**config.mk**
```make
export PLATFORM = sky130hd
export DESIGN_NAME = assembly_line_to_opcode_core
export DESIGN_NICKNAME = d
export VERILOG_FILES = /design/src/hw/rtl/alo_pkg.sv /design/src/hw/rtl/alo_front.sv /design/src/hw/rtl/alo_queue.sv /design/src/hw/rtl/alo_back.sv /design/src/hw/rtl/assembly_line_to_opcode_core.sv
export VERILOG_INCLUDE_DIRS = /design/src /design/src/hw/rtl
export SDC_FILE = /design/constraint.sdc
export NUM_CORES = 1
export LEC_CHECK = 0
export BUFFER_PORTS_ARGS = -buffer_cell sky130_fd_sc_hd__clkbuf_2
export CAP_MARGIN = 20
export CELL_PAD_IN_SITES_DETAIL_PLACEMENT = 0
export CELL_PAD_IN_SITES_GLOBAL_PLACEMENT = 2
export CORE_UTILIZATION = 44
export CTS_CLUSTER_DIAMETER = 200
export DETAILED_ROUTE_END_ITERATION = 10
export HOLD_SLACK_MARGIN = 0.02
export MAX_ROUTING_LAYER = met4
export PLACE_DENSITY_LB_ADDON = 0.1
export SLEW_MARGIN = 5
export SYNTH_ARGS = -nofsm -noshare
export SYNTH_HDL_FRONTEND = slang
export SYNTH_SLANG_ARGS = --single-unit
```
**constraint.sdc**
```tcl
create_clock -name clk -period 10.29 [get_ports clk]
set_clock_uncertainty 0.15 [all_clocks]
set_input_delay 1.5435 -clock clk [delete_from_list [all_inputs] [get_ports clk]]
set_output_delay 1.5435 -clock clk [all_outputs]
set_load 0.02 [all_outputs]
```
**src/hw/rtl/assembly_line_to_opcode_core_defines.svh**
```systemverilog
// assertion helpers shared by the queue and emitter rtl files
`ifndef ASSEMBLY_LINE_TO_OPCODE_CORE_DEFINES_SVH
`define ASSEMBLY_LINE_TO_OPCODE_CORE_DEFINES_SVH

// same-cycle implication, checked outside reset
`define ALO_ASSERT_IMP(label, clk, rst_n, ante, cons, msg) \
  label: assert property (@(posedge clk) disable iff (!rst_n) (ante) |-> (cons)) else $error(msg);

// next-cycle implication, checked outside reset
`define ALO_ASSERT_NXT(label, clk, rst_n, ante, cons, msg) \
  label: assert property (@(posedge clk) disable iff (!rst_n) (ante) |=> (cons)) else $error(msg);

`endif

```
**src/hw/rtl/alo_pkg.sv**
```systemverilog
package alo_pkg;

  localparam int MNEMONIC_COUNT = 56;
  localparam int MODE_COLUMNS   = 11;
  localparam int QUEUE_DEPTH    = 4;

  localparam logic [7:0]  OPC_NONE   = 8'hFF;
  localparam logic [15:0] LOC_MAX_2B = 16'd65534;
  localparam logic [15:0] LOC_MAX_3B = 16'd65533;

  // addressing mode columns of the opcode table
  typedef enum logic [3:0] {
    COL_IMM  = 4'd0,
    COL_ABS  = 4'd1,
    COL_ABX  = 4'd2,
    COL_ABY  = 4'd3,
    COL_ZP   = 4'd4,
    COL_ZPX  = 4'd5,
    COL_ZPY  = 4'd6,
    COL_IDX  = 4'd7,
    COL_IDY  = 4'd8,
    COL_IND  = 4'd9,
    COL_IMP  = 4'd10,
    COL_NONE = 4'd15
  } col_t;

  typedef enum logic [1:0] {
    ERR_NONE   = 2'd0,
    ERR_SYNTAX = 2'd1,
    ERR_OPCODE = 2'd2,
    ERR_MEMORY = 2'd3
  } err_t;

  // one classified line, handed from the parser to the emitter
  typedef struct packed {
    logic [23:0] letters;
    logic        len_ok;
    col_t        col;
    logic [1:0]  size;
    logic        syn_err;
    logic [15:0] operand;
  } line_rec_t;

  localparam logic [23:0] MNEM_KEYS [MNEMONIC_COUNT] = '{
    "ADC", "AND", "ASL", "BCC", "BCS", "BEQ", "BIT", "BMI", "BNE", "BPL", "BRK", "BVC",
    "BVS", "CLC", "CLD", "CLI", "CLV", "CMP", "CPX", "CPY", "DEC", "DEX", "DEY", "EOR",
    "INC", "INX", "INY", "JMP", "JSR", "LDA", "LDX", "LDY", "LSR", "NOP", "ORA", "PHA",
    "PHP", "PLA", "PLP", "ROL", "ROR", "RTI", "RTS", "SBC", "SEC", "SED", "SEI", "STA",
    "STX", "STY", "TAX", "TAY", "TSX", "TXA", "TXS", "TYA"
  };

  // columns: imm abs abx aby zp zpx zpy idx idy ind imp
  localparam logic [7:0] OPCODE_TABLE [MNEMONIC_COUNT][MODE_COLUMNS] = '{
    '{8'h69,8'h6D,8'h7D,8'h79,8'h65,8'h75,8'hFF,8'h61,8'h71,8'hFF,8'hFF},
    '{8'h29,8'h2D,8'h3D,8'h39,8'h25,8'h35,8'hFF,8'h21,8'h31,8'hFF,8'hFF},
    '{8'hFF,8'h0E,8'h1E,8'hFF,8'h06,8'h16,8'hFF,8'hFF,8'hFF,8'hFF,8'h0A},
    '{8'hFF,8'hFF,8'hFF,8'hFF,8'h90,8'hFF,8'hFF,8'hFF,8'hFF,8'hFF,8'hFF},
    '{8'hFF,8'hFF,8'hFF,8'hFF,8'hB0,8'hFF,8'hFF,8'hFF,8'hFF,8'hFF,8'hFF},
    '{8'hFF,8'hFF,8'hFF,8'hFF,8'hF0,8'hFF,8'hFF,8'hFF,8'hFF,8'hFF,8'hFF},
    '{8'hFF,8'h2C,8'hFF,8'hFF,8'h24,8'hFF,8'hFF,8'hFF,8'hFF,8'hFF,8'hFF},
    '{8'hFF,8'hFF,8'hFF,8'hFF,8'h30,8'hFF,8'hFF,8'hFF,8'hFF,8'hFF,8'hFF},
    '{8'hFF,8'hFF,8'hFF,8'hFF,8'hD0,8'hFF,8'hFF,8'hFF,8'hFF,8'hFF,8'hFF},
    '{8'hFF,8'hFF,8'hFF,8'hFF,8'h10,8'hFF,8'hFF,8'hFF,8'hFF,8'hFF,8'hFF},
    '{8'hFF,8'hFF,8'hFF,8'hFF,8'hFF,8'hFF,8'hFF,8'hFF,8'hFF,8'hFF,8'h00},
    '{8'hFF,8'hFF,8'hFF,8'hFF,8'h50,8'hFF,8'hFF,8'hFF,8'hFF,8'hFF,8'hFF},
    '{8'hFF,8'hFF,8'hFF,8'hFF,8'h70,8'hFF,8'hFF,8'hFF,8'hFF,8'hFF,8'hFF},
    '{8'hFF,8'hFF,8'hFF,8'hFF,8'hFF,8'hFF,8'hFF,8'hFF,8'hFF,8'hFF,8'h18},
    '{8'hFF,8'hFF,8'hFF,8'hFF,8'hFF,8'hFF,8'hFF,8'hFF,8'hFF,8'hFF,8'hD8},
    '{8'hFF,8'hFF,8'hFF,8'hFF,8'hFF,8'hFF,8'hFF,8'hFF,8'hFF,8'hFF,8'h58},
    '{8'hFF,8'hFF,8'hFF,8'hFF,8'hFF,8'hFF,8'hFF,8'hFF,8'hFF,8'hFF,8'hB8},
    '{8'hC9,8'hCD,8'hDD,8'hD9,8'hC5,8'hD5,8'hFF,8'hC1,8'hD1,8'hFF,8'hFF},
    '{8'hE0,8'hEC,8'hFF,8'hFF,8'hE4,8'hFF,8'hFF,8'hFF,8'hFF,8'hFF,8'hFF},
    '{8'hC0,8'hCC,8'hFF,8'hFF,8'hC4,8'hFF,8'hFF,8'hFF,8'hFF,8'hFF,8'hFF},
    '{8'hFF,8'hCE,8'hDE,8'hFF,8'hC6,8'hD6,8'hFF,8'hFF,8'hFF,8'hFF,8'hFF},
    '{8'hFF,8'hFF,8'hFF,8'hFF,8'hFF,8'hFF,8'hFF,8'hFF,8'hFF,8'hFF,8'hCA},
    '{8'hFF,8'hFF,8'hFF,8'hFF,8'hFF,8'hFF,8'hFF,8'hFF,8'hFF,8'hFF,8'h88},
    '{8'h49,8'h4D,8'h5D,8'h59,8'h45,8'h55,8'hFF,8'h41,8'h51,8'hFF,8'hFF},
    '{8'hFF,8'hEE,8'hFE,8'hFF,8'hE6,8'hF6,8'hFF,8'hFF,8'hFF,8'hFF,8'hFF},
    '{8'hFF,8'hFF,8'hFF,8'hFF,8'hFF,8'hFF,8'hFF,8'hFF,8'hFF,8'hFF,8'hE8},
    '{8'hFF,8'hFF,8'hFF,8'hFF,8'hFF,8'hFF,8'hFF,8'hFF,8'hFF,8'hFF,8'hC8},
    '{8'hFF,8'h4C,8'hFF,8'hFF,8'hFF,8'hFF,8'hFF,8'hFF,8'hFF,8'h6C,8'hFF},
    '{8'hFF,8'h20,8'hFF,8'hFF,8'hFF,8'hFF,8'hFF,8'hFF,8'hFF,8'hFF,8'hFF},
    '{8'hA9,8'hAD,8'hBD,8'hB9,8'hA5,8'hB5,8'hFF,8'hA1,8'hB1,8'hFF,8'hFF},
    '{8'hA2,8'hAE,8'hFF,8'hBE,8'hA6,8'hFF,8'hB6,8'hFF,8'hFF,8'hFF,8'hFF},
    '{8'hA0,8'hAC,8'hBC,8'hFF,8'hA4,8'hB4,8'hFF,8'hFF,8'hFF,8'hFF,8'hFF},
    '{8'hFF,8'h4E,8'h5E,8'hFF,8'h46,8'h56,8'hFF,8'hFF,8'hFF,8'hFF,8'h4A},
    '{8'hFF,8'hFF,8'hFF,8'hFF,8'hFF,8'hFF,8'hFF,8'hFF,8'hFF,8'hFF,8'hEA},
    '{8'h09,8'h0D,8'h1D,8'h19,8'h05,8'h15,8'hFF,8'h01,8'h11,8'hFF,8'hFF},
    '{8'hFF,8'hFF,8'hFF,8'hFF,8'hFF,8'hFF,8'hFF,8'hFF,8'hFF,8'hFF,8'h48},
    '{8'hFF,8'hFF,8'hFF,8'hFF,8'hFF,8'hFF,8'hFF,8'hFF,8'hFF,8'hFF,8'h08},
    '{8'hFF,8'hFF,8'hFF,8'hFF,8'hFF,8'hFF,8'hFF,8'hFF,8'hFF,8'hFF,8'h68},
    '{8'hFF,8'hFF,8'hFF,8'hFF,8'hFF,8'hFF,8'hFF,8'hFF,8'hFF,8'hFF,8'h28},
    '{8'hFF,8'h2E,8'h3E,8'hFF,8'h26,8'h36,8'hFF,8'hFF,8'hFF,8'hFF,8'h2A},
    '{8'hFF,8'h6E,8'h7E,8'hFF,8'h66,8'h76,8'hFF,8'hFF,8'hFF,8'hFF,8'h6A},
    '{8'hFF,8'hFF,8'hFF,8'hFF,8'hFF,8'hFF,8'hFF,8'hFF,8'hFF,8'hFF,8'h40},
    '{8'hFF,8'hFF,8'hFF,8'hFF,8'hFF,8'hFF,8'hFF,8'hFF,8'hFF,8'hFF,8'h60},
    '{8'hE9,8'hED,8'hFD,8'hF9,8'hE5,8'hF5,8'hFF,8'hE1,8'hF1,8'hFF,8'hFF},
    '{8'hFF,8'hFF,8'hFF,8'hFF,8'hFF,8'hFF,8'hFF,8'hFF,8'hFF,8'hFF,8'h38},
    '{8'hFF,8'hFF,8'hFF,8'hFF,8'hFF,8'hFF,8'hFF,8'hFF,8'hFF,8'hFF,8'hF8},
    '{8'hFF,8'hFF,8'hFF,8'hFF,8'hFF,8'hFF,8'hFF,8'hFF,8'hFF,8'hFF,8'h78},
    '{8'hFF,8'h8D,8'h9D,8'h99,8'h85,8'h95,8'hFF,8'h81,8'h91,8'hFF,8'hFF},
    '{8'hFF,8'h8E,8'hFF,8'hFF,8'h86,8'hFF,8'h96,8'hFF,8'hFF,8'hFF,8'hFF},
    '{8'hFF,8'h8C,8'hFF,8'hFF,8'h84,8'h94,8'hFF,8'hFF,8'hFF,8'hFF,8'hFF},
    '{8'hFF,8'hFF,8'hFF,8'hFF,8'hFF,8'hFF,8'hFF,8'hFF,8'hFF,8'hFF,8'hAA},
    '{8'hFF,8'hFF,8'hFF,8'hFF,8'hFF,8'hFF,8'hFF,8'hFF,8'hFF,8'hFF,8'hA8},
    '{8'hFF,8'hFF,8'hFF,8'hFF,8'hFF,8'hFF,8'hFF,8'hFF,8'hFF,8'hFF,8'hBA},
    '{8'hFF,8'hFF,8'hFF,8'hFF,8'hFF,8'hFF,8'hFF,8'hFF,8'hFF,8'hFF,8'h8A},
    '{8'hFF,8'hFF,8'hFF,8'hFF,8'hFF,8'hFF,8'hFF,8'hFF,8'hFF,8'hFF,8'h9A},
    '{8'hFF,8'hFF,8'hFF,8'hFF,8'hFF,8'hFF,8'hFF,8'hFF,8'hFF,8'hFF,8'h98}
  };

endpackage

```
**src/hw/rtl/alo_front.sv**
```systemverilog
module alo_front (
  input  logic                  clk,
  input  logic                  rst_n,
  input  logic                  char_valid,
  input  logic [7:0]            char_code,
  output logic                  rec_push,
  output alo_pkg::line_rec_t    rec
);

  localparam logic [7:0] CH_NUL    = 8'h00;
  localparam logic [7:0] CH_LF     = 8'h0A;
  localparam logic [7:0] CH_SPACE  = 8'h20;
  localparam logic [7:0] CH_HASH   = 8'h23;
  localparam logic [7:0] CH_DOLLAR = 8'h24;
  localparam logic [7:0] CH_PCT    = 8'h25;
  localparam logic [7:0] CH_LPAREN = 8'h28;
  localparam logic [7:0] CH_RPAREN = 8'h29;
  localparam logic [7:0] CH_COMMA  = 8'h2C;
  localparam logic [7:0] CH_0      = 8'h30;
  localparam logic [7:0] CH_9      = 8'h39;
  localparam logic [7:0] CH_UA     = 8'h41;
  localparam logic [7:0] CH_UX     = 8'h58;
  localparam logic [7:0] CH_UY     = 8'h59;
  localparam logic [7:0] CH_UZ     = 8'h5A;
  localparam logic [7:0] CH_LA     = 8'h61;
  localparam logic [7:0] CH_LX     = 8'h78;
  localparam logic [7:0] CH_LY     = 8'h79;
  localparam logic [7:0] CH_LZ     = 8'h7A;
  localparam logic [7:0] NOT_DIGIT = 8'd99;
  localparam logic [2:0] LEN_SAT   = 3'd4;
  localparam logic [2:0] LEN_KEY   = 3'd3;

  typedef enum logic [7:0] {
    PH_LEAD    = 8'b0000_0001,
    PH_MNEM    = 8'b0000_0010,
    PH_GAP     = 8'b0000_0100,
    PH_SWITCH  = 8'b0000_1000,
    PH_SKIP    = 8'b0001_0000,
    PH_OPERAND = 8'b0010_0000,
    PH_INDEX   = 8'b0100_0000,
    PH_TAIL    = 8'b1000_0000
  } phase_t;

  typedef struct packed {
    logic immed;
    logic hex;
    logic bin;
    logic dec;
    logic paren;
    logic comma;
    logic indir;
    logic idxind;
    logic indidx;
    logic yreg;
    logic xreg;
    logic pass2;
    logic stop;
  } mark_t;

  typedef struct packed {
    phase_t      phase;
    mark_t       marks;
    logic [16:0] acc;
  } pstate_t;

  function automatic phase_t after_mark(mark_t m);
    return m.pass2 ? PH_INDEX : PH_OPERAND;
  endfunction

  // one digit into the operand, base from the marks
  function automatic pstate_t add_digit(pstate_t s, logic [7:0] c);
    pstate_t     r;
    logic [7:0]  base;
    logic [7:0]  d;
    logic [20:0] lo;
    logic [20:0] nx;
    r  = s;
    lo = {5'd0, s.acc[15:0]};
    if (s.marks.dec) begin
      base = 8'd10;
    end else if (s.marks.bin) begin
      base = 8'd2;
    end else if (s.marks.hex) begin
      base = 8'd16;
    end else begin
      base = 8'd0;
    end
    if (c >= CH_0 && c <= CH_9) begin
      d = c - CH_0;
    end else if (c >= CH_LA && c <= CH_LZ) begin
      d = c - CH_LA + 8'd10;
    end else if (c >= CH_UA && c <= CH_UZ) begin
      d = c - CH_UA + 8'd10;
    end else begin
      d = NOT_DIGIT;
    end
    case (base)
      8'd10:   nx = (lo << 3) + (lo << 1);
      8'd2:    nx = lo << 1;
      default: nx = lo << 4;
    endcase
    nx = nx + {13'd0, d};
    if (!s.marks.stop && base != 8'd0) begin
      if (d >= base) begin
        r.marks.stop = 1'b1;
      end else begin
        r.acc = {s.acc[16] | (nx[20:16] != 5'd0), nx[15:0]};
      end
    end
    return r;
  endfunction

  function automatic pstate_t check_index(pstate_t s, logic [7:0] c);
    pstate_t r;
    r = s;
    if (c == CH_UX || c == CH_LX) r.marks.xreg = 1'b1;
    if (c == CH_UY || c == CH_LY) r.marks.yreg = 1'b1;
    r.phase = PH_TAIL;
    return r;
  endfunction

  function automatic pstate_t do_switch(pstate_t s, logic [7:0] c);
    pstate_t r;
    r = s;
    if (c == CH_HASH) begin
      r.marks.immed = 1'b1;
      r.marks.hex   = 1'b1;
      r.phase       = PH_SKIP;
    end else if (c == CH_DOLLAR) begin
      r.marks.hex = 1'b1;
      r.phase     = after_mark(s.marks);
    end else if (c == CH_PCT) begin
      r.marks.bin = 1'b1;
      r.phase     = after_mark(s.marks);
    end else if (c == CH_COMMA) begin
      if (s.marks.indir && s.marks.paren) r.marks.idxind = 1'b1;
      if (s.marks.indir && !s.marks.paren) r.marks.indidx = 1'b1;
      r.marks.comma = 1'b1;
      r.phase       = after_mark(s.marks);
    end else begin
      r.marks.dec = 1'b1;
      if (s.marks.pass2) begin
        r = check_index(r, c);
      end else begin
        r.phase = PH_OPERAND;
        r = add_digit(r, c);
      end
    end
    return r;
  endfunction

  function automatic pstate_t do_entry(pstate_t s, logic [7:0] c);
    pstate_t r;
    r = s;
    if (c == CH_LPAREN) begin
      r.marks.paren = 1'b1;
      r.marks.indir = 1'b1;
      r.phase       = PH_SWITCH;
    end else if (c == CH_RPAREN) begin
      r.marks.paren = 1'b0;
      r.phase       = PH_SWITCH;
    end else begin
      r = do_switch(s, c);
    end
    return r;
  endfunction

  pstate_t     st_r, st_nxt;
  logic [23:0] letters_r, letters_nxt;
  logic [2:0]  len_r, len_nxt;
  logic        line_end;
  logic        add_let;
  logic [7:0]  folded;

  assign line_end = (char_code == CH_NUL) || (char_code == CH_LF);
  assign folded   = (char_code >= CH_LA && char_code <= CH_LZ) ? char_code - 8'd32 : char_code;

  // per-character parse step
  always_comb begin
    st_nxt  = st_r;
    add_let = 1'b0;
    case (st_r.phase)
      PH_LEAD: begin
        if (char_code != CH_SPACE) begin
          add_let      = 1'b1;
          st_nxt.phase = PH_MNEM;
        end
      end
      PH_MNEM: begin
        if (char_code == CH_SPACE) st_nxt.phase = PH_GAP;
        else add_let = 1'b1;
      end
      PH_GAP: begin
        if (char_code != CH_SPACE) st_nxt = do_entry(st_r, char_code);
      end
      PH_SWITCH: st_nxt = do_switch(st_r, char_code);
      PH_SKIP:   st_nxt.phase = after_mark(st_r.marks);
      PH_OPERAND: begin
        if (char_code == CH_COMMA || char_code == CH_RPAREN) begin
          st_nxt.marks.pass2 = 1'b1;
          st_nxt = do_entry(st_nxt, char_code);
        end else begin
          st_nxt = add_digit(st_r, char_code);
        end
      end
      PH_INDEX: st_nxt = check_index(st_r, char_code);
      default:  st_nxt = st_r;
    endcase
  end

  // mnemonic letter capture
  always_comb begin
    letters_nxt = letters_r;
    len_nxt     = len_r;
    if (add_let) begin
      case (len_r)
        3'd0:    letters_nxt[23:16] = folded;
        3'd1:    letters_nxt[15:8]  = folded;
        3'd2:    letters_nxt[7:0]   = folded;
        default: letters_nxt        = letters_r;
      endcase
      if (len_r < LEN_SAT) len_nxt = len_r + 3'd1;
    end
  end

  // addressing mode classification at line end
  always_comb begin
    logic sml, mid, single, imm, ind, com;
    sml    = !st_r.acc[16] && (st_r.acc[15:8] == 8'd0);
    mid    = !st_r.acc[16] && (st_r.acc[15:8] != 8'd0);
    imm    = st_r.marks.immed;
    ind    = st_r.marks.indir;
    com    = st_r.marks.comma;
    single = (st_r.phase == PH_LEAD) || (st_r.phase == PH_MNEM) || (st_r.phase == PH_GAP)
          || (st_r.phase == PH_SWITCH && !st_r.marks.pass2);
    rec.letters = letters_r;
    rec.len_ok  = (len_r == LEN_KEY);
    rec.operand = st_r.acc[15:0];
    rec.syn_err = 1'b0;
    rec.col     = alo_pkg::COL_NONE;
    rec.size    = 2'd0;
    if (single) begin
      rec.col  = alo_pkg::COL_IMP;
      rec.size = 2'd1;
    end else if (imm && !ind && !com && sml) begin
      rec.col  = alo_pkg::COL_IMM;
      rec.size = 2'd2;
    end else if (!ind && !imm && !com && sml) begin
      rec.col  = alo_pkg::COL_ZP;
      rec.size = 2'd2;
    end else if (!ind && !imm && com && sml) begin
      rec.size = 2'd2;
      if (st_r.marks.xreg) rec.col = alo_pkg::COL_ZPX;
      else if (st_r.marks.yreg) rec.col = alo_pkg::COL_ZPY;
    end else if (!ind && !imm && !com && mid) begin
      rec.col  = alo_pkg::COL_ABS;
      rec.size = 2'd3;
    end else if (!ind && !imm && com && mid) begin
      rec.size = 2'd3;
      if (st_r.marks.xreg) rec.col = alo_pkg::COL_ABX;
      else if (st_r.marks.yreg) rec.col = alo_pkg::COL_ABY;
    end else if (st_r.marks.idxind && !imm && com && sml) begin
      rec.size = 2'd2;
      if (st_r.marks.xreg) rec.col = alo_pkg::COL_IDX;
    end else if (st_r.marks.indidx && !imm && com && sml) begin
      rec.size = 2'd2;
      if (st_r.marks.yreg) rec.col = alo_pkg::COL_IDY;
    end else if (ind && !com && !imm) begin
      rec.col  = alo_pkg::COL_IND;
      rec.size = 2'd3;
    end else begin
      rec.syn_err = 1'b1;
    end
  end

  assign rec_push = char_valid && line_end;

  // line state, cleared after every line
  always_ff @(posedge clk) begin
    if (!rst_n) begin
      st_r      <= '{phase: PH_LEAD, marks: '0, acc: '0};
      letters_r <= '0;
      len_r     <= '0;
    end else if (char_valid) begin
      if (line_end) begin
        st_r      <= '{phase: PH_LEAD, marks: '0, acc: '0};
        letters_r <= '0;
        len_r     <= '0;
      end else begin
        st_r      <= st_nxt;
        letters_r <= letters_nxt;
        len_r     <= len_nxt;
      end
    end
  end

endmodule

```
**src/hw/rtl/alo_queue.sv**
```systemverilog
`include "assembly_line_to_opcode_core_defines.svh"

module alo_queue #(
  parameter int WIDTH = 8,
  parameter int DEPTH = alo_pkg::QUEUE_DEPTH
) (
  input  logic             clk,
  input  logic             rst_n,
  input  logic             wr_en,
  input  logic [WIDTH-1:0] wr_data,
  input  logic             rd_en,
  output logic [WIDTH-1:0] rd_data,
  output logic             full,
  output logic             empty
);

  localparam int PtrW = $clog2(DEPTH);
  localparam int CntW = $clog2(DEPTH + 1);

  logic [WIDTH-1:0] slot_r [DEPTH];
  logic [PtrW-1:0]  wr_ptr_r, rd_ptr_r;
  logic [CntW-1:0]  count_r;
  logic             do_wr, do_rd;

  assign full    = (count_r == CntW'(DEPTH));
  assign empty   = (count_r == '0);
  assign rd_data = slot_r[rd_ptr_r];
  assign do_wr   = wr_en && !full;
  assign do_rd   = rd_en && !empty;

  // pointers and fill level
  always_ff @(posedge clk) begin
    if (!rst_n) begin
      wr_ptr_r <= '0;
      rd_ptr_r <= '0;
      count_r  <= '0;
    end else begin
      if (do_wr) wr_ptr_r <= (wr_ptr_r == PtrW'(DEPTH - 1)) ? '0 : wr_ptr_r + 1'b1;
      if (do_rd) rd_ptr_r <= (rd_ptr_r == PtrW'(DEPTH - 1)) ? '0 : rd_ptr_r + 1'b1;
      if (do_wr && !do_rd) count_r <= count_r + 1'b1;
      else if (do_rd && !do_wr) count_r <= count_r - 1'b1;
    end
  end

  // storage
  always_ff @(posedge clk) begin
    if (do_wr) slot_r[wr_ptr_r] <= wr_data;
  end

  `ALO_ASSERT_IMP(a_no_write_when_full, clk, rst_n, full, !wr_en, "write into full queue")

endmodule

```
**src/hw/rtl/alo_back.sv**
```systemverilog
`include "assembly_line_to_opcode_core_defines.svh"

module alo_back (
  input  logic               clk,
  input  logic               rst_n,
  input  logic               cfg_write_en,
  input  logic [15:0]        cfg_start_address,
  input  logic               rec_valid,
  input  alo_pkg::line_rec_t rec,
  output logic               rec_pop,
  output logic               out_empty,
  input  logic               out_pop,
  output logic [15:0]        out_write_address,
  output logic [7:0]         out_write_byte,
  output logic               out_write_valid,
  output logic [1:0]         out_error_code,
  output logic [15:0]        out_next_location,
  output logic               out_last
);

  logic [15:0]   loc_r;
  logic          job_valid_r;
  logic [1:0]    beat_r;
  logic [15:0]   job_loc_r;
  logic [7:0]    job_opc_r;
  logic [15:0]   job_operand_r;
  logic [1:0]    job_size_r;
  alo_pkg::err_t job_err_r;

  logic          hit;
  logic [7:0]    opc;
  alo_pkg::err_t err_nxt;
  logic          last_beat, take, load;

  // opcode lookup: parallel key compare, then the mode column
  always_comb begin
    hit = 1'b0;
    opc = alo_pkg::OPC_NONE;
    for (int i = 0; i < alo_pkg::MNEMONIC_COUNT; i++) begin
      if (rec.letters == alo_pkg::MNEM_KEYS[i]) begin
        hit = 1'b1;
        if (rec.col < 4'(alo_pkg::MODE_COLUMNS)) opc = alo_pkg::OPCODE_TABLE[i][rec.col];
      end
    end
  end

  // error for the incoming line
  always_comb begin
    if (rec.syn_err) begin
      err_nxt = alo_pkg::ERR_SYNTAX;
    end else if (!rec.len_ok || !hit || opc == alo_pkg::OPC_NONE) begin
      err_nxt = alo_pkg::ERR_OPCODE;
    end else if ((rec.size == 2'd2 && loc_r > alo_pkg::LOC_MAX_2B)
              || (rec.size == 2'd3 && loc_r > alo_pkg::LOC_MAX_3B)) begin
      err_nxt = alo_pkg::ERR_MEMORY;
    end else begin
      err_nxt = alo_pkg::ERR_NONE;
    end
  end

  assign last_beat = (job_err_r != alo_pkg::ERR_NONE) || (beat_r == job_size_r - 2'd1);
  assign take      = job_valid_r && out_pop;
  assign load      = rec_valid && (!job_valid_r || (take && last_beat));
  assign rec_pop   = load;

  // job control and location counter
  always_ff @(posedge clk) begin
    if (!rst_n) begin
      job_valid_r <= 1'b0;
      beat_r      <= '0;
      loc_r       <= '0;
    end else begin
      if (load) begin
        job_valid_r <= 1'b1;
        beat_r      <= '0;
      end else if (take && last_beat) begin
        job_valid_r <= 1'b0;
      end else if (take) begin
        beat_r <= beat_r + 2'd1;
      end
      if (cfg_write_en) begin
        loc_r <= cfg_start_address;
      end else if (load && err_nxt == alo_pkg::ERR_NONE) begin
        loc_r <= loc_r + {14'd0, rec.size};
      end
    end
  end

  // job payload
  always_ff @(posedge clk) begin
    if (load) begin
      job_loc_r     <= loc_r;
      job_opc_r     <= opc;
      job_operand_r <= rec.operand;
      job_size_r    <= rec.size;
      job_err_r     <= err_nxt;
    end
  end

  // result beat from the current job
  always_comb begin
    out_empty = !job_valid_r;
    if (job_err_r != alo_pkg::ERR_NONE) begin
      out_write_address = '0;
      out_write_byte    = '0;
      out_write_valid   = 1'b0;
      out_next_location = job_loc_r;
    end else begin
      out_write_address = job_loc_r + {14'd0, beat_r};
      out_write_valid   = 1'b1;
      out_next_location = job_loc_r + {14'd0, job_size_r};
      case (beat_r)
        2'd0:    out_write_byte = job_opc_r;
        2'd1:    out_write_byte = job_operand_r[7:0];
        default: out_write_byte = job_operand_r[15:8];
      endcase
    end
    out_error_code = job_err_r;
    out_last       = last_beat;
  end

  `ALO_ASSERT_IMP(a_beat_in_size, clk, rst_n, job_valid_r && (job_err_r == alo_pkg::ERR_NONE), (job_size_r != 2'd0) && (beat_r < job_size_r), "beat outside instruction size")
  `ALO_ASSERT_IMP(a_err_single_beat, clk, rst_n, job_valid_r && (job_err_r != alo_pkg::ERR_NONE), beat_r == 2'd0, "error job with more than one beat")
  `ALO_ASSERT_NXT(a_loc_follows_job, clk, rst_n, load && !cfg_write_en, (loc_r == job_loc_r + ((job_err_r == alo_pkg::ERR_NONE) ? {14'd0, job_size_r} : 16'd0)), "location not advanced by loaded job")

endmodule

```
**src/hw/rtl/assembly_line_to_opcode_core.sv**
```systemverilog
// 6502 line assembler, one source character per beat.
// Input channel: in_char_code is taken when in_push is high and in_full low.
// A NUL or line feed ends the line; other characters only update the parser.
// Result channel: while out_empty is low the oldest result sits on the out_
// ports and leaves when out_pop is high. A good line gives one to three beats
// (opcode, low byte, high byte) with write_valid set; a bad line gives one
// beat with error_code set. out_last marks the line's final beat.
// Throughput: one character per cycle while in_full is low; results leave at
// one beat per cycle while out_pop is high, set by the single emitter job
// register. A queue of QUEUE_DEPTH classified lines sits between parser and
// emitter, so a stalled receiver holds the parser only once that queue is
// full (in_full then rises).
// cfg_write_en loads cfg_start_address as the assembly location; write it
// only while no line is in flight.
// Reset (synchronous, rst_n low) clears the parser, the queue and the
// emitter and sets the location to 0.
module assembly_line_to_opcode_core #(
  parameter int QUEUE_DEPTH = alo_pkg::QUEUE_DEPTH
) (
  input  logic        clk,
  input  logic        rst_n,
  input  logic        cfg_write_en,
  input  logic [15:0] cfg_start_address,
  input  logic        in_push,
  output logic        in_full,
  input  logic [7:0]  in_char_code,
  output logic        out_empty,
  input  logic        out_pop,
  output logic [15:0] out_write_address,
  output logic [7:0]  out_write_byte,
  output logic        out_write_valid,
  output logic [1:0]  out_error_code,
  output logic [15:0] out_next_location,
  output logic        out_last
);

  localparam int RecW = $bits(alo_pkg::line_rec_t);

  logic               q_full, q_empty, q_push, q_pop;
  alo_pkg::line_rec_t front_rec, back_rec;
  logic [RecW-1:0]    q_rd_data;

  assign in_full  = q_full;
  assign back_rec = alo_pkg::line_rec_t'(q_rd_data);

  // parser and classifier
  alo_front u_front (
    .clk        (clk),
    .rst_n      (rst_n),
    .char_valid (in_push && !q_full),
    .char_code  (in_char_code),
    .rec_push   (q_push),
    .rec        (front_rec)
  );

  // classified line queue
  alo_queue #(
    .WIDTH (RecW),
    .DEPTH (QUEUE_DEPTH)
  ) u_queue (
    .clk     (clk),
    .rst_n   (rst_n),
    .wr_en   (q_push),
    .wr_data (front_rec),
    .rd_en   (q_pop),
    .rd_data (q_rd_data),
    .full    (q_full),
    .empty   (q_empty)
  );

  // opcode lookup and byte emitter
  alo_back u_back (
    .clk               (clk),
    .rst_n             (rst_n),
    .cfg_write_en      (cfg_write_en),
    .cfg_start_address (cfg_start_address),
    .rec_valid         (!q_empty),
    .rec               (back_rec),
    .rec_pop           (q_pop),
    .out_empty         (out_empty),
    .out_pop           (out_pop),
    .out_write_address (out_write_address),
    .out_write_byte    (out_write_byte),
    .out_write_valid   (out_write_valid),
    .out_error_code    (out_error_code),
    .out_next_location (out_next_location),
    .out_last          (out_last)
  );

endmodule

```
# ---- Yosys cells after proc, flatten, opt, wreduce, memory -nomap -nowiden
# Memories as Yosys holds them, arrays and structs flattened. A register that Yosys moved wholly into a read port is not among the register bits.
# Cells that the tools add are included.
dict set report totals {
  rom_bits 7168
  elab_cells 895
  ram_bits 192
  n_memories 57
  register_bits 135
}
# memory depth word_bits rd rd_clocked_by_memory_dff write_ports line
set memory_table {}
lappend memory_table {u_queue.slot_r 4 48 1 1 1 alo_queue.sv:20} ;# logic [WIDTH-1:0] slot_r [DEPTH];
lappend memory_table {{(no name shown)} 16 8 1 0 0 alo_back.sv:42} ;# if (rec.col < 4'(alo_pkg::MODE_COLUMNS)) opc = alo_pkg::OPCODE_TABLE[i][rec.col];
lappend memory_table {{(no name shown)} 16 8 1 0 0 alo_back.sv:42}
lappend memory_table {{(no name shown)} 16 8 1 0 0 alo_back.sv:42}
lappend memory_table {{(no name shown)} 16 8 1 0 0 alo_back.sv:42}
lappend memory_table {{(no name shown)} 16 8 1 0 0 alo_back.sv:42}
lappend memory_table {{+51 memories} -- -- -- -- -- --}
dict set report op_classes {
  n_bitwise 6
  n_addsub 20
  n_eq_ne 145
  n_reduce_logical 111
  magnitude_cmp 14
  n_mux 512
}
# cell n
set ops {}
lappend ops {{$mux 8} 273}
lappend ops {{$eq 24x23->1 const B} 56}
lappend ops {{$mux 38} 26}
lappend ops {{$mux 21} 20}
lappend ops {{$mux 28} 6}
lappend ops {{$pmux 21 s2} 3}
lappend ops {{$pmux 30 s4} 1}
lappend ops {{$mux 1} 102}
lappend ops {{$mux 5} 19}
lappend ops {{$mux 27} 3}
lappend ops {{$ne 3x1->1 const B} 23}
lappend ops {{$eq 8x6->1 const B} 8}
lappend ops {{$mux 16} 4}
lappend ops {{$add 21x8->21} 3}
lappend ops {{$ne 3x2->1 const B} 20}
lappend ops {{$pmux 8 s7} 1}
lappend ops {{$mux 18} 3}
lappend ops {{$mux 17} 3}
lappend ops {{$mux 25} 2}
lappend ops {{$add 16x2->16} 3}
lappend ops {{$mux 24} 2}
lappend ops {{$mux 6} 8}
lappend ops {{$mux 23} 2}
lappend ops {{$reduce_and 23->1} 2}
lappend ops {{other kinds (65)} 215}

# ---- Logic depth before layout (Yosys ltp)
dict set report depth {
  word_depth 124
  depth_mapped 27
  ltp_nobuf 25
}

# ---- By module
# Synthesis repeated with hierarchy kept, for this count alone.
dict set report hier_totals {
  cells_unflattened 2410
  hier_area_um2 22957.0
}
# module instances area_per_inst_um2 cells_each seq_area_each_um2
set modules_own_cells {}
lappend modules_own_cells {alo_back 1 8999.9 1234 1701.6}
lappend modules_own_cells {alo_queue 1 7393.3 301 5945.7}
lappend modules_own_cells {alo_front 1 6546.3 873 1301.2}
lappend modules_own_cells {assembly_line_to_opcode_core 1 17.5 2 0.0}

# ---- Worst setup path before layout
# OpenSTA, ideal clock, no wires.
dict set report synth_path {
  path_type {input to register}
  startpoint {input port in_char_code[0]}
  endpoint {register u_front.st_r[16] (netlist bit)}
  path_slack_ns 4.324
  required_time_ns 10.025
  cell_stages 25
  setup_time_ns 0.115
  n_path_buf 2
  arrival_time_ns 5.701
  path_cell_list {clkbuf_1 -> inv_1 -> ha_1 -> clkbuf_1 -> inv_1 -> or3_1 -> a21bo_2 -> a21oi_1 -> nor2_1 -> nor2_1 -> a21o_1 -> inv_1 -> ha_1 -> a21o_1 -> a21o_1 -> a21o_1 -> a21oi_1 -> o21bai_1 -> a21oi_1 -> nor2_1 -> nand3b_1 -> or4_1 -> mux2i_1 -> a31oi_1 -> o21a_1}
}
dict set report synth_via {
  elab_chain_cells 37
  elab_cells_between_ends 110
}
# item line
set synth_lines {}
lappend synth_lines {{from (decl)} assembly_line_to_opcode_core.sv:26} ;# input logic [7:0] in_char_code,
lappend synth_lines {{$sub 8x7->8 (tied with other cells)} alo_front.sv:93} ;# d = c - CH_UA + 8'd10;
lappend synth_lines {{$add 8x4->8 or $logic_and 1x1->1 (tied branches)} {alo_front.sv:93, alo_front.sv:92}}
lappend synth_lines {{$mux 8} alo_front.sv:92} ;# end else if (c >= CH_UA && c <= CH_UZ) begin
lappend synth_lines {{$mux 8} alo_front.sv:90} ;# end else if (c >= CH_LA && c <= CH_LZ) begin
lappend synth_lines {{$mux 8} alo_front.sv:88} ;# if (c >= CH_0 && c <= CH_9) begin
lappend synth_lines {{$mux 8} alo_front.sv:142} ;# if (s.marks.pass2) begin
lappend synth_lines {{$mux 8} alo_front.sv:135} ;# end else if (c == CH_COMMA) begin
lappend synth_lines {{$mux 8} alo_front.sv:132} ;# end else if (c == CH_PCT) begin
lappend synth_lines {{[... 21 more ...]} --}
lappend synth_lines {{$mux 27} alo_front.sv:132}
lappend synth_lines {{$mux 28} alo_front.sv:129} ;# end else if (c == CH_DOLLAR) begin
lappend synth_lines {{$mux 28} alo_front.sv:125} ;# if (c == CH_HASH) begin
lappend synth_lines {{$mux 25} alo_front.sv:159} ;# end else if (c == CH_RPAREN) begin
lappend synth_lines {{$mux 23} alo_front.sv:155} ;# if (c == CH_LPAREN) begin
lappend synth_lines {{$mux 38} alo_front.sv:194} ;# if (char_code != CH_SPACE) st_nxt = do_entry(st_r, char_code);
lappend synth_lines {{$pmux 30 s4} alo_front.sv:182} ;# case (st_r.phase)
lappend synth_lines {{$mux 38} alo_front.sv:285} ;# if (line_end) begin
lappend synth_lines {{to (signal assigned)} alo_front.sv:281} ;# st_r <= '{phase: PH_LEAD, marks: '0, acc: '0};
lappend synth_lines {{to (signal assigned)} alo_front.sv:286} ;# st_r <= '{phase: PH_LEAD, marks: '0, acc: '0};
lappend synth_lines {{to (signal assigned)} alo_front.sv:290} ;# st_r <= st_nxt;
lappend synth_lines {{to (decl)} alo_front.sv:168} ;# pstate_t st_r, st_nxt;
# Parallel ways exist; a longest one is shown, timed or not. The select of a mux whose other input is x is not followed.
# A chain may end at the register's enable or synchronous reset.

==> impl_metrics.py <==
metrics = {
    "pwr": {
        "leakagePower_nw": 7.868,
        "sw_frac_of_total_pct": 37.11,
        "pwr-share-seq_pct": 39.8,
        "clkPwrFrac_pct": 27.5,
        "max-vdd-ir-drop_uv": 175.8,
        "powerDensity_nw_per_um2": 186.0,
        "p_int_mw": 2.677,
        "p_comb_share_pct": 32.8,
        "power.switching_mw": 1.580,
    },
    "grt": {
        "grt_max_degree": 53,
        "antenna_found_initial": 0,
        "grt_use_total_pct": 28.93,
        "grt_pass1_wl_um": 103000,
        "grt_pass1_vias": 16760,
        "gr-total-overflow": 0,
    },
    "cells_and_area": {
        "nFillCells": 4384,
        "fin_nets": 2320,
        "area_delta_synth_final_pct": 9.925,
        "drive_gt1_share_pct": 11.60,
        "final_common_cell": "edfxtp_1",
        "n_antenna_cell": 0,
        "final_cell_mix": "236 x edfxtp_1, 202 x nor2_1, 196 x nand2_1",
    },
    "cts": {
        "cts_buffers": 35,
        "root_buffer": "clkbuf_16",
        "cts_resized": 0,
        "cts_sinks": 329,
        "clk_latency_ns": 0.54,
        "cts.hold.buffers_added": 0,
        "cts_tree": "yes",
        "h-tree-depth": 2,
        "clkTransAtPathRegs_ns": 0.06,
        "cts_buffer_depth": 3,
        "cts_setup_buffers": 0,
    },
    "route": {
        "detail_route.first_pass.iterations": 6,
        "vias": 17730,
        "viasPerCell": 6.226,
        "routedWlPerCell_um": 23.68,
        "drtAntennaViolNets": 0,
        "routed_wirelength_um": 67430,
        "drt_iter0_markers": 1644,
        "drcViolationCount": 0,
    },
    "timing": {
        "fin_tns_setup_ns": 0,
        "finalCritPeriodShare_pct": 63.52,
        "rsz0062_at_grt": "no",
        "maxSlewViolCount": 0,
        "max_freq_mhz": 153.0,
        "worst_pin_slew_ns": 1.093,
        "hold_viol": 0,
        "slew_headroom_pct": 26.55,
        "finalSetupViolCount": 0,
        "fin_crit_ns": 6.537,
        "holdWs_ns": 0.3327,
    },
    "critical_path": {
        "r2r_slack_ns": 3.75,
        "cp-start-kind": "flip-flop",
        "r2r-end": "u_back.out_error_code[0]",
        "worst_r2r_path_depth": 16,
        "worstSetupPathType": "reg -> reg",
        "end_kind": "flip-flop",
        "crit_arrival_ns": 6.66,
        "worst-path-max-fanout": 31,
        "cp.required_ns": 10.41,
    },
    "floorplan": {
        "fp.dieH_um": 219.5,
        "start_util_pct": 44.71,
        "dieArea_sq_um": 48180,
        "ioPinCount": 75,
        "core_area_sq_um": 46560,
        "die_w_um": 219.5,
        "fp-row-count": 79,
    },
    "synthesis": {
        "synth_ff_type": "edfxtp_1",
        "synthTopCellsByArea": "edfxtp_1 34%, dfxtp_1 8.9%, mux4_2 4.5%, ha_1 4.0%, a21oi_1 3.9%",
        "yosys_warnings": 0,
        "synth_edf_count": 236,
        "avgSynthCellArea_sq_um": 9.605,
        "synth_cell_types": 98,
        "synth_nets": 2270,
        "syn_area_sq_um": 20810,
        "synth_largest_area_cell": "edfxtp_1",
        "synthArstFlopShare_pct": 0,
        "ys_seq_elements": 329,
        "ys_seq_area_share_pct": 42.99,
        "synth.top_cell.area_share_pct": 34.05,
        "synthCells": 2167,
    },
    "min_path": {
        "min_to": "u_back.job_loc_r[10]",
        "min_path_cells": 0,
        "worstHoldStart": "u_back.loc_r[10]",
        "hold_class": "reg -> reg",
    },
    "flow_run": {
        "maxCapViolations": 0,
    },
    "outcome": {
        "outcome": "completed",
    },
    "placed_design": {
        "hpwl_um": 50370,
        "gp_congestion": 1.044,
        "port_buffers": 74,
    },
}
power by group through the flow:
| stage | Combinational [mW] | Sequential, mW | Clock, mW |
|---|---|---|---|
| floorplan | 0.984 | 1.67 | 0 |
| global placement | 1.37 | 1.72 | 0 |
| detailed placement | 1.37 | 1.72 | 0 |
| CTS | 1.38 | 1.70 | 1.20 |
| global route | 1.51 | 1.71 | 1.25 |
| finish | 1.39 | 1.69 | 1.17 |
per-layer routing:
| layer | track usage, % | routed length, um | vias to the layer above |
|---|---|---|---|
| met5 | - | 0 | - |
| met4 | 12.06 | 2856 | 0 |
| met3 | 3.713 | 4169 | 154 |
| met2 | 42.80 | 29970 | 704 |
| met1 | 39.95 | 30440 | 8571 |
| li1 | - | - | 8303 |
worst max-delay path, stage by stage, from the launching register on:
cell	delay, ns
dfxtp_4	0.60
buf_4	0.54
mux4_2	0.72
ha_1	0.36
o21a_1	0.24
buf_4	0.22
a2111oi_2	0.37
buf_4	0.25
nand2_1	0.11
nor2_1	0.71
a21oi_1	0.15
a311oi_1	0.42
o221ai_1	0.31
a221oi_2	0.41
and4_4	0.41
nor3_1	0.06
or2_1	0.22
cells in the mapped netlist (all sizes together) (10+ instances only):
| cell | n |
|---|---|
| a211oi | 15 |
| a21boi | 28 |
| a21o | 25 |
| a21oi | 161 |
| a221oi | 11 |
| a22oi | 37 |
| a31oi | 18 |
| and2 | 24 |
| and3 | 25 |
| buf | 20 |
| clkbuf | 83 |
| dfxtp | 93 |
| edfxtp | 236 |
| ha | 67 |
| inv | 64 |
| mux2i | 36 |
| mux4 | 42 |
| nand2 | 197 |
| nand2b | 28 |
| nand3 | 81 |
| nand4 | 40 |
| nor2 | 202 |
| nor2b | 46 |
| nor3 | 70 |
| nor3b | 10 |
| nor4 | 24 |
| o211ai | 15 |
| o21a | 13 |
| o21ai | 133 |
| o21bai | 12 |
| o221ai | 11 |
| o22ai | 30 |
| o31ai | 13 |
| or2 | 18 |
| or3 | 18 |
| xnor2 | 59 |
| xor2 | 25 |
cells by family (layout without fill, tap and decap cells):
logic type | count (synthesis) | in the layout | share of synthesized area [%]
flops | 329 | 329 | 42.99
buf+inv | 168 | 242 | 3.348
fa+ha+maj | 74 | 74 | 4.701
simple gates | 838 | 838 | 20.61
mux | 82 | 82 | 6.492
xor+xnor | 84 | 84 | 3.535
compound gates | 592 | 592 | 18.32
metrics by stage:
| stage | util (%) | instances | setup WS [ns] | instance area, sq um | total power [mW] |
|---|---|---|---|---|---|
| floorplan | - | 2167 | 4.324 | 20810 | 2.649 |
| global placement | 46.86 | 2786 | 3.658 | 21820 | 3.091 |
| detailed placement | 46.86 | 2786 | 3.554 | 21820 | 3.097 |
| CTS | 49.13 | 2847 | 3.831 | 22870 | 4.274 |
| global route | 49.14 | 2848 | 3.288 | 22880 | 4.470 |
| finish | 49.14 | 2848 | 3.753 | 22880 | 4.256 |
registers in the layout, summed over array words and instances (netlist names), 3 cells and up, named ones only:
signal and cells:
u_back.job_operand_r 16, u_queue.slot_r 192, u_front.st_r 22, u_back.loc_r 16
u_queue.count_r 3, u_front.len_r 3, u_front.rec 16, u_front.letters_r 24
u_back.job_loc_r 16, u_back.job_opc_r 8
worst max path at each step:
| stage | endpoint | slack, ns | cells past startpoint |
|---|---|---|---|
| 6_report | u_back.out_error_code[0] | 3.75 | 16 |
| 5_1_grt | u_back.loc_r[11] | 3.29 | 17 |
| 4_1_cts | u_back.loc_r[8] | 3.83 | 19 |
| 3_5_place_dp | u_front.st_r[16] | 3.55 | 17 |
| 3_3_place_gp | u_front.st_r[16] | 3.66 | 20 |
| 2_1_floorplan | u_front.st_r[16] | 4.32 | 25 |
layout make-up:
type                       instances  area (sq um)  area share (%)
clock buffer                      44         929.6           4.063
clock inverter                    17         126.4          0.5523
inverter                          65         244.0           1.066
multi-input combinational       1670         11180           48.88
sequential                       329          8954           39.13
tap                              607         759.5           3.319
timing repair buffer             116         683.2           2.986
Note: power is estimated with default switching activity, not from simulation.
